`src/hdl/pil_pkg.sv`:
```
// ----------------------------------------------------------------------------
// pil_pkg
// Shared sizes, codes and bundles for the position indexed list.
// ----------------------------------------------------------------------------
package pil_pkg;

  localparam int DEPTH      = 64;
  localparam int WORD_WIDTH = 32;
  localparam int ADDR_W     = $clog2(DEPTH);
  localparam int LEN_W      = 7;
  localparam int CMD_W      = 2;
  localparam int POS_W      = 8;
  localparam int STATUS_W   = 2;

  localparam logic [LEN_W-1:0] CAPACITY_RESET = LEN_W'(DEPTH);

  localparam logic [CMD_W-1:0] CMD_INSERT = 2'd0;
  localparam logic [CMD_W-1:0] CMD_GET    = 2'd1;
  localparam logic [CMD_W-1:0] CMD_DELETE = 2'd2;

  localparam logic [STATUS_W-1:0] ST_OK      = 2'd0;
  localparam logic [STATUS_W-1:0] ST_BAD_POS = 2'd1;
  localparam logic [STATUS_W-1:0] ST_FULL    = 2'd2;

  typedef struct packed {
    logic                  wr_en;
    logic [ADDR_W-1:0]     wr_addr;
    logic [WORD_WIDTH-1:0] wr_data;
    logic                  rd_en;
    logic [ADDR_W-1:0]     rd_addr;
  } mem_req_t;

  typedef struct packed {
    logic [STATUS_W-1:0]   status;
    logic [WORD_WIDTH-1:0] read_value;
    logic [LEN_W-1:0]      length;
  } result_t;

endpackage

```
`src/hdl/pil_mem.sv`:
```
// ----------------------------------------------------------------------------
// pil_mem
// Entry store: one write port, one read port with registered read data.
// ----------------------------------------------------------------------------
module pil_mem (
  input  logic                           clk,
  input  pil_pkg::mem_req_t              req,
  output logic [pil_pkg::WORD_WIDTH-1:0] rd_data
);

  logic [pil_pkg::WORD_WIDTH-1:0] mem [pil_pkg::DEPTH];

  always_ff @(posedge clk) begin
    if (req.wr_en) begin
      mem[req.wr_addr] <= req.wr_data;
    end
  end

  always_ff @(posedge clk) begin
    if (req.rd_en) begin
      rd_data <= mem[req.rd_addr];
    end
  end

endmodule

```
`src/hdl/pil_ctrl.sv`:
```
// ----------------------------------------------------------------------------
// pil_ctrl
// Sequencer: decodes a command, then walks one index counter through the
// entry store, moving one entry per cycle through the memory read/write path.
// ----------------------------------------------------------------------------
module pil_ctrl (
  input  logic                           clk,
  input  logic                           rst,
  input  logic                           in_take,
  input  logic [pil_pkg::CMD_W-1:0]      cmd,
  input  logic [pil_pkg::POS_W-1:0]      position,
  input  logic [pil_pkg::WORD_WIDTH-1:0] value,
  input  logic [pil_pkg::LEN_W-1:0]      capacity,
  input  logic                           slot_free,
  output logic                           busy,
  output logic                           res_load,
  output pil_pkg::result_t               res,
  output pil_pkg::mem_req_t              mem_req,
  input  logic [pil_pkg::WORD_WIDTH-1:0] mem_rdata
);

  localparam logic [pil_pkg::LEN_W-1:0] DEPTH_LEN = pil_pkg::LEN_W'(pil_pkg::DEPTH);

  typedef enum logic [4:0] {
    S_IDLE = 5'b00001,
    S_UP   = 5'b00010,
    S_PUT  = 5'b00100,
    S_DOWN = 5'b01000,
    S_DONE = 5'b10000
  } state_t;

  state_t                         state, state_next;
  logic [pil_pkg::LEN_W-1:0]      count, count_next;
  logic                           pend, pend_next;
  logic                           cap, cap_next;
  logic                           del, del_next;
  logic [pil_pkg::LEN_W-1:0]      idx, idx_next;
  logic [pil_pkg::ADDR_W-1:0]     pos, pos_next;
  logic [pil_pkg::ADDR_W-1:0]     wr_addr, wr_addr_next;
  logic [pil_pkg::WORD_WIDTH-1:0] wval, wval_next;
  logic [pil_pkg::WORD_WIDTH-1:0] rd, rd_next;
  logic [pil_pkg::STATUS_W-1:0]   status, status_next;

  logic                       negative;
  logic [pil_pkg::LEN_W-1:0]  pos7;
  logic [pil_pkg::LEN_W-1:0]  clamped;
  logic [pil_pkg::LEN_W-1:0]  idx_dec;
  logic [pil_pkg::LEN_W-1:0]  idx_inc;
  logic                       full;
  logic                       out_of_range;

  assign negative     = position[pil_pkg::POS_W-1];
  assign pos7         = position[pil_pkg::LEN_W-1:0];
  assign clamped      = (pos7 > count) ? count : pos7;
  assign idx_dec      = idx - 1'b1;
  assign idx_inc      = idx + 1'b1;
  assign full         = (count >= capacity) || (count >= DEPTH_LEN);
  assign out_of_range = (pos7 >= count);

  assign busy = (state != S_IDLE);

  always_comb begin
    state_next   = state;
    count_next   = count;
    pend_next    = 1'b0;
    cap_next     = 1'b0;
    del_next     = del;
    idx_next     = idx;
    pos_next     = pos;
    wr_addr_next = wr_addr;
    wval_next    = wval;
    rd_next      = rd;
    status_next  = status;
    res_load     = 1'b0;

    mem_req.wr_en   = 1'b0;
    mem_req.wr_addr = wr_addr;
    mem_req.wr_data = mem_rdata;
    mem_req.rd_en   = 1'b0;
    mem_req.rd_addr = idx[pil_pkg::ADDR_W-1:0];

    case (state)
      S_IDLE: begin
        if (in_take) begin
          rd_next     = '0;
          status_next = pil_pkg::ST_OK;
          wval_next   = value;
          del_next    = (cmd == pil_pkg::CMD_DELETE);
          if (negative) begin
            status_next = pil_pkg::ST_BAD_POS;
            state_next  = S_DONE;
          end else begin
            case (cmd)
              pil_pkg::CMD_INSERT: begin
                if (full) begin
                  status_next = pil_pkg::ST_FULL;
                  state_next  = S_DONE;
                end else begin
                  pos_next   = clamped[pil_pkg::ADDR_W-1:0];
                  idx_next   = count;
                  state_next = S_UP;
                end
              end
              pil_pkg::CMD_GET, pil_pkg::CMD_DELETE: begin
                if (out_of_range) begin
                  status_next = pil_pkg::ST_BAD_POS;
                  state_next  = S_DONE;
                end else begin
                  // fetch the addressed entry, the shift starts just above it
                  mem_req.rd_en   = 1'b1;
                  mem_req.rd_addr = pos7[pil_pkg::ADDR_W-1:0];
                  cap_next        = 1'b1;
                  idx_next        = pos7 + 1'b1;
                  state_next      = S_DOWN;
                end
              end
              default: begin
                status_next = pil_pkg::ST_BAD_POS;
                state_next  = S_DONE;
              end
            endcase
          end
        end
      end
      S_UP: begin
        mem_req.wr_en = pend;
        if (idx > {1'b0, pos}) begin
          mem_req.rd_en   = 1'b1;
          mem_req.rd_addr = idx_dec[pil_pkg::ADDR_W-1:0];
          pend_next       = 1'b1;
          wr_addr_next    = idx[pil_pkg::ADDR_W-1:0];
          idx_next        = idx_dec;
        end else begin
          state_next = S_PUT;
        end
      end
      S_PUT: begin
        mem_req.wr_en   = 1'b1;
        mem_req.wr_addr = pos;
        mem_req.wr_data = wval;
        count_next      = count + 1'b1;
        state_next      = S_DONE;
      end
      S_DOWN: begin
        mem_req.wr_en = pend;
        if (cap) begin
          rd_next = mem_rdata;
        end
        if (del && (idx < count)) begin
          mem_req.rd_en = 1'b1;
          pend_next     = 1'b1;
          wr_addr_next  = idx_dec[pil_pkg::ADDR_W-1:0];
          idx_next      = idx_inc;
        end else begin
          if (del) begin
            count_next = count - 1'b1;
          end
          state_next = S_DONE;
        end
      end
      S_DONE: begin
        if (slot_free) begin
          res_load   = 1'b1;
          state_next = S_IDLE;
        end
      end
      default: begin
        state_next = S_IDLE;
      end
    endcase
  end

  assign res.status     = status;
  assign res.read_value = rd;
  assign res.length     = count;

  always_ff @(posedge clk) begin
    if (rst) begin
      state <= S_IDLE;
      count <= '0;
      pend  <= 1'b0;
      cap   <= 1'b0;
    end else begin
      state <= state_next;
      count <= count_next;
      pend  <= pend_next;
      cap   <= cap_next;
    end
  end

  always_ff @(posedge clk) begin
    del     <= del_next;
    idx     <= idx_next;
    pos     <= pos_next;
    wr_addr <= wr_addr_next;
    wval    <= wval_next;
    rd      <= rd_next;
    status  <= status_next;
  end

  // length never passes the store depth
  assert property (@(posedge clk) disable iff (rst) count <= DEPTH_LEN)
    else $error("entry count beyond depth");

  // the shift never reads and writes the same entry in one cycle
  assert property (@(posedge clk) disable iff (rst)
    (mem_req.wr_en && mem_req.rd_en) |-> (mem_req.wr_addr != mem_req.rd_addr))
    else $error("read and write collide in entry store");

  // length moves by at most one per item
  assert property (@(posedge clk) disable iff (rst)
    (!$past(rst) && (count != $past(count))) |->
      ((count == $past(count) + 1'b1) || (count + 1'b1 == $past(count))))
    else $error("entry count jumped");

  // a new item is only taken while the sequencer is idle
  assert property (@(posedge clk) disable iff (rst) in_take |-> (state == S_IDLE))
    else $error("item taken while busy");

endmodule

```
`src/hdl/position_indexed_list.sv`:
```
// ----------------------------------------------------------------------------
// position_indexed_list
// Ordered list of words with insert, get and delete by position.
// ----------------------------------------------------------------------------
// One command word in, one result word out. The block holds one command at a
// time: in_stall is high from the cycle after a command is taken until its
// result has been handed to the output register. A command that fails
// (negative position, position past the length on a get or delete, unused
// command code, insert into a full list) goes straight to its result. An
// insert at position p moves the entries from p upward up one place, and a
// delete moves the entries above p down one place, one per cycle through the
// single read and single write port of the entry memory. The result register
// lets the next command be taken while a result still waits for the
// downstream side. The list capacity register is written on its own
// valid/ready port while no command is in flight; values above the store
// depth act as the depth, zero makes the list always full. Reset empties the
// list; no clearing pass is needed.
// ----------------------------------------------------------------------------
module position_indexed_list (
  input  logic                             clk,
  input  logic                             rst,
  // command channel
  input  logic                             in_valid,
  output logic                             in_stall,
  input  logic [pil_pkg::CMD_W-1:0]        cmd,
  input  logic signed [pil_pkg::POS_W-1:0] position,
  input  logic [pil_pkg::WORD_WIDTH-1:0]   value,
  // result channel
  output logic                             out_valid,
  input  logic                             out_stall,
  output logic [pil_pkg::STATUS_W-1:0]     status,
  output logic [pil_pkg::WORD_WIDTH-1:0]   read_value,
  output logic [pil_pkg::LEN_W-1:0]        length,
  // capacity register write
  input  logic                             cfg_valid,
  output logic                             cfg_ready,
  input  logic [pil_pkg::LEN_W-1:0]        cfg_data
);

  logic                           busy;
  logic                           in_take;
  logic                           slot_free;
  logic                           res_load;
  pil_pkg::result_t               res;
  pil_pkg::result_t               res_out;
  pil_pkg::mem_req_t              mem_req;
  logic [pil_pkg::WORD_WIDTH-1:0] mem_rdata;
  logic [pil_pkg::LEN_W-1:0]      list_capacity;

  // sequencer owns the list, so stall whenever it is working
  assign in_stall  = busy;
  assign in_take   = in_valid && !busy;
  assign cfg_ready = !busy;

  // output register can take a word when empty or being drained
  assign slot_free = !out_valid || !out_stall;

  always_ff @(posedge clk) begin
    if (rst) begin
      list_capacity <= pil_pkg::CAPACITY_RESET;
    end else if (cfg_valid && cfg_ready) begin
      list_capacity <= cfg_data;
    end
  end

  pil_ctrl u_ctrl (
    .clk       (clk),
    .rst       (rst),
    .in_take   (in_take),
    .cmd       (cmd),
    .position  (position),
    .value     (value),
    .capacity  (list_capacity),
    .slot_free (slot_free),
    .busy      (busy),
    .res_load  (res_load),
    .res       (res),
    .mem_req   (mem_req),
    .mem_rdata (mem_rdata)
  );

  pil_mem u_mem (
    .clk     (clk),
    .req     (mem_req),
    .rd_data (mem_rdata)
  );

  // result register, valid cleared once the word is taken
  always_ff @(posedge clk) begin
    if (rst) begin
      out_valid <= 1'b0;
    end else if (res_load) begin
      out_valid <= 1'b1;
    end else if (!out_stall) begin
      out_valid <= 1'b0;
    end
  end

  always_ff @(posedge clk) begin
    if (res_load) begin
      res_out <= res;
    end
  end

  assign status     = res_out.status;
  assign read_value = res_out.read_value;
  assign length     = res_out.length;

endmodule
```
`config.mk`:
```
export PLATFORM = sky130hd
export DESIGN_NAME = position_indexed_list
export DESIGN_NICKNAME = d
export VERILOG_FILES = /design/src/hdl/pil_pkg.sv /design/src/hdl/pil_mem.sv /design/src/hdl/pil_ctrl.sv /design/src/hdl/position_indexed_list.sv
export SDC_FILE = /design/constraint.sdc
export NUM_CORES = 2
export LEC_CHECK = 0
export BUFFER_PORTS_ARGS = -buffer_cell sky130_fd_sc_hd__buf_2
export CAP_MARGIN = 20
export CORE_ASPECT_RATIO = 1.5
export CORE_MARGIN = 4
export CORE_UTILIZATION = 30
export DETAILED_ROUTE_END_ITERATION = 10
export GPL_ROUTABILITY_DRIVEN = 1
export PLACE_DENSITY = 0.56
export SLEW_MARGIN = 20
export SYNTH_ARGS = -nofsm -noshare
export SYNTH_HDL_FRONTEND = slang
export SYNTH_SLANG_ARGS = --single-unit
export TNS_END_PERCENT = 50
```
`constraint.sdc`:
```
create_clock -name clk -period 5.7 [get_ports clk]
set_clock_uncertainty 0.2 [all_clocks]
set_input_delay 1.71 -clock clk [delete_from_list [all_inputs] [get_ports clk]]
set_output_delay 1.71 -clock clk [all_outputs]
set_load 0.02 [all_outputs]
```
* Word level (Yosys, flattened, before mapping) *
Memories as Yosys holds them, arrays and structs flattened. A register that Yosys moved wholly into a read port is not among the register bits.
Cells that the tools add are included.

word-level totals
  register bits after elaboration = 149
  memory bits (writable) = 2048
  input bits = 54
  output and inout bits = 44
  word-level logic and storage cells = 126
  memories = 1

memory list
  name       words  bits a word  read ports  clocked after Yosys merged registers in  write ports  line           source
  u_mem.mem  64     32           1           1                                        1            pil_mem.sv:11  logic [pil_pkg::WORD_WIDTH-1:0] mem [pil_pkg::DEPTH];

cells by class
  add/subtract/negate cells = 5
  order comparisons = 6
  equal/unequal tests = 21
  mux-type cells = 49
  bitwise operators = 5
  reduce and logical (&&, ||, !) cells = 23

operator list
  kind                                                                number
  7-bit two-way mux                                                   13
  32-bit two-way mux                                                  2
  32-bit one-hot mux with 2 select lines                              1
  38-bit two-way mux                                                  1
  5-bit two-way mux                                                   7
  7-bit one-hot mux with 2 select lines                               2
  5-bit one-hot mux with 5 select lines                               1
  6-bit one-hot mux with 2 select lines                               2
  7-bit by 1-bit adder with 7-bit output, second input constant       3
  7-bit one-hot mux with 3 select lines                               1
  6-bit two-way mux                                                   3
  7-bit >= comparator                                                 2
  7-bit by 1-bit subtractor with 7-bit output, second input constant  2
  1-bit two-way mux                                                   10
  2-bit by 1-bit != test with 1-bit output, second input constant     5
  2-bit != test, second input constant                                5
  5-bit one-hot mux with 2 select lines                               1
  3-bit != test, second input constant                                3
  3-bit AND reduction                                                 3
  8-bit AND reduction                                                 1
  7-bit >= comparator, second input constant                          1
  7-bit by 6-bit greater-than comparator with 1-bit output            1
  7-bit greater-than comparator                                       1
  7-bit < comparator                                                  1
  24 further kinds                                                    37

* Depth between registers and ports, before layout *
  depth in word-level cells = 7
  gate-level depth with buffers = 18
  depth with buffers taken out = 12

* Modules after synthesis *
From an unflattened synthesis, not the netlist that was laid out.

second synthesis, totals
  cells, all modules = 3905
  area, all modules = 86107.6 um^2

modules (own cells, without submodules)
  module                 instances  cells each  area each (um^2)
  pil_mem                1          3324        78840.6
  pil_ctrl               1          504         5681.7
  position_indexed_list  1          77          1585.3

* Worst setup path before layout *
OpenSTA, ideal clock, no wires.

  kind = input-to-reg
  start point = in in_valid
  end point = reg u_mem.rd_data[10] (netlist bit) (read register of u_mem.mem) (data pin)
  arrival time = 4.637 ns
  data required time = 5.245 ns
  slack = 0.608 ns
  cell stages on the path = 9
  cell sequence = and3_1 o2111a_2 a21oi_4 a21oi_4 buf_2 mux4_2 a211oi_1 a22oi_1 and3_1

between the ends
  cells in the longest elaborated chain, start to end = 3
  elaborated cells between the ends (all ways) = 4
  classes of those cells = mux (3); reduce/logical (1)

ends and longest elaborated chain
  item                                                                                                   line                         source
  start: declaration                                                                                     position_indexed_list.sv:23  input logic in_valid,
  1-bit logical AND (*)                                                                                  position_indexed_list.sv:52  assign in_take = in_valid && !busy;
  7-bit two-way mux (*)                                                                                  pil_ctrl.sv:84               if (in_take) begin
  1-bit one-hot mux with 3 select lines / 6-bit one-hot mux with 2 select lines (equally long branches)  pil_ctrl.sv:82               case (state)
  end: declaration                                                                                       pil_mem.sv:8                 output logic [pil_pkg::WORD_WIDTH-1:0] rd_data

Mark *: on every way between the ends. The rest lies on a longest branch, timed or not.
A chain may end at the register's enable or synchronous reset.

* Worst setup path after layout *
  start point = in position[6] (netlist bit)
  end point = reg u_mem.rd_data[18] (netlist bit) (read register of u_mem.mem) (data pin)

between the ends
  cells in the longest elaborated chain, start to end = 6
  elaborated cells between the ends (all ways) = 7
  classes of those cells = order compare (1); mux (6)

ends and longest elaborated chain
  item                                                                                                   line                         source
  start: declaration                                                                                     position_indexed_list.sv:26  input logic signed [pil_pkg::POS_W-1:0] position,
  7-bit >= comparator (*)                                                                                pil_ctrl.sv:58               assign out_of_range = (pos7 >= count);
  7-bit two-way mux (*)                                                                                  pil_ctrl.sv:105              if (out_of_range) begin
  7-bit two-way mux (*)                                                                                  pil_ctrl.sv:93               case (cmd)
  7-bit two-way mux (*)                                                                                  pil_ctrl.sv:89               if (negative) begin
  7-bit two-way mux (*)                                                                                  pil_ctrl.sv:84
  1-bit one-hot mux with 3 select lines / 6-bit one-hot mux with 2 select lines (equally long branches)  pil_ctrl.sv:82

Marks and branches as above.

==> metrics <==
Hold Slack=210 ps; Core ar.=293000 µm²; largest family of logic cells by synthesized area=simple AND/OR/NAND/NOR gates; FF-to-FF path depth=13; VDD IR-drop max=0.242 mV; final instance area=104000 µm²; worst setup margin=383 ps; HP Class=reg2reg; root buf cell=clkbuf_16; post-CTS sizing=0; clock slew at reported path FFs=60 ps; global routing usage on met1=20.6%; DRC violations left=0; Max-slew headroom=25.5%; MaxCap Viol Count=0; Leak=34.6 nW; Data required, critical path=6100 ps; Synth Area in Compound Gates=8.50%; Clock Sinks=2229; Post-synth EDFFs=2207; maximum clock rate=188 MHz; Layout Nets=6409; total CTS buffers=198; Final Hold Vio Count=0; remaining antenna violation count=0; drt total wl=267 mm; post-placement setup slack=-486 ps; most common cell after layout, fill and taps aside=edfxtp_1; FP Rows=243; via count=54100; Ys Warns=0; Post-Synth XOR/XNOR Area=0.158%; register area share after synthesis=75.4%; vias in the first global route=53800; endpoints failing setup=0; IO Port Bufs=97; Final Critical Period=5320 ps; crit-path max FO=19; Post-CTS Setup Bufs=0; initial core utilization=30.2%; initial antenna violation count=23; ys async rst share=0%; GP Congestion=0.875; Final period util=93.3%; I/O pin total=98; GRT Resource Usage Total=17.0%; Die H=673 µm; Most Crowded Layer GR=met2; R2R Setup Slk=610 ps; post-synthesis cell count=5897; FF+latch count, synth=2229; hold-fix buffers at CTS=0; mux contribution to synthesized area=3.56%; share of layout cells above drive strength 1=17.4%; routed length per instance=25.6 µm; most frequent cells in the layout=edfxtp_1, nand2_1, buf_4; initial DRC count=5248; status=complete, no violations; hold path start=u_ctrl.rd[28]; hold path depth=0; Avg Cell Area, Syn=15.0 µm²; ys flop type=edfxtp_1; Net Count, Synth=5990; largest net degree at the start of global routing=81; Final Power=34.3 mW; detailed placement HPWL=166 mm; Pre-Repair DR Iteration Count=5; Post-Synthesis Cell Area=88500 µm²; CTS tree=built; die width=451 µm; Reg-to-Reg End=u_mem.rd_data[17]; CP startpoint kind=input port; met3 Use GR=2.05%; Setup CP Type=in2reg; grt ovf=0; met2 GRT Util=30.0%; simple-gate share of the synthesized area=9.57%; Worst-Margin Slew=1120 ps; Placed Area=97800 µm²; H-tree lvl count=4; worst-case clock buffer depth=4; Via density=5.19; CP Capture Type=flop; PD cells=329 nW/µm²; CP arrival=5710 ps; Area Growth Syn to Fin=17.8%; post-synthesis adder-cell area fraction=0.560%; Clock Latency Late Sink=870 ps; first-pass GRT wire length=383 mm; Worst Hold Path EP=read_value[28]; Max Slew Vio Count=0; RSZ-0062 raised after global routing=false; RR Startpoint=u_ctrl.idx[3]; synth unique cells=85; DIE AREA=304000 µm²
[Yosys cell counts (3+ instances only)]
cell       count  share of area, %
edfxtp_1    2207                75
nand2_1      969               4.1
a211oi_1     430               3.6
and3_1       287               2.0
nand3_1      275               1.6
a21oi_1      265               1.5
clkbuf_1     206              0.87
buf_2        155              0.88
mux2i_1      135               1.5
a31oi_1      130              0.92
nor2_1       121              0.51
nor3_1        72              0.41
a22oi_1       70              0.59
a221oi_1      69              0.68
mux4_2        64               1.6
o22ai_1       39              0.28
ha_1          38              0.54
and2_1        34              0.24
inv_1         33              0.14
nand4_1       33              0.23
mux2_2        32              0.41
o21ai_0       23              0.13
dfxtp_1       22              0.50
nand2b_1      20              0.14
a21o_1        19              0.16
buf_4         19              0.16
buf_1         17             0.072
xnor2_1       11              0.11
buf_6          9              0.11
nand3b_1       5             0.042
or2_2          5             0.035
or3_1          5             0.035
xor2_1         5             0.049
o31ai_1        4             0.034
a32oi_1        3             0.030
nor2b_1        3             0.021
o2111ai_1      3             0.030
o211ai_1       3             0.025
o211ai_2       3             0.042
o221a_2        3             0.038
[how the worst max path moves through the flow]
stage | cells past startpoint | startpoint | endpoint
6_report | 15 | position[6] | u_mem.rd_data[18]
5_1_grt | 15 | position[6] | u_mem.rd_data[18]
4_1_cts | 15 | position[6] | u_mem.rd_data[17]
3_5_place_dp | 15 | position[6] | u_mem.rd_data[17]
3_3_place_gp | 15 | position[6] | u_mem.rd_data[17]
2_1_floorplan | 9 | in_valid | u_mem.rd_data[10]
[cell type report]
cell class / count / area [µm²]
clock buffer: 226 / 5130
sequential: 2229 / 66700
multi-input combinational: 3228 / 20400
timing repair buffer: 625 / 5610
clock inverter: 127 / 1250
tap: 3920 / 4900
inverter: 34 / 128
antenna: 31 / 77.6
fill: 27700 / 189000
[critical path: stages]
cell and delay (ps):
buf_2 120, ha_1 330, nand4_1 170, o21bai_1 290, o211ai_1 420, buf_4 190, o31ai_2 100, a21oi_4 230
buf_12 210, buf_12 170, buf_12 180, mux4_2 500, a211oi_1 660, a22oi_1 170, and3_1 200
[power by group]
part / leakage [nW] / internal (mW) / switching (mW)
registers: 20.1 / 18.0 / 0.0488
logic: 11.4 / 0.985 / 1.72
clock network: 3.16 / 7.55 / 6.00
total: 34.6 / 26.5 / 7.77
[state kept, by name, summed over array words and instances (netlist names), 32 cells and up]
register       count
u_mem.rd_data     32
u_mem.mem       2048
read_value        32
u_ctrl.rd         32
u_ctrl.wval       32
[cell families after synthesis]
kind of cell | after synthesis
buf+inv | 440
xor+xnor | 16
mux | 231
simple gates | 1848
fa+ha+maj | 39
flops | 2229
compound gates | 1094
[per-layer routing]
layer,routed length [µm],up-vias
li1,-,23700
met1,103000,27900
met2,135000,1978
met3,15400,501
met4,14200,4
met5,23,-
[per-stage QoR]
step	util [%]	cells	setup TNS, ps
2_1_floorplan	-	5897	0
3_3_place_gp	33.4	10000	-5380
3_5_place_dp	33.4	10000	-4750
4_1_cts	35.6	10400	0
5_1_grt	35.6	10400	0
6_report	35.6	10400	0
Note: power is estimated with default switching activity, not from simulation.
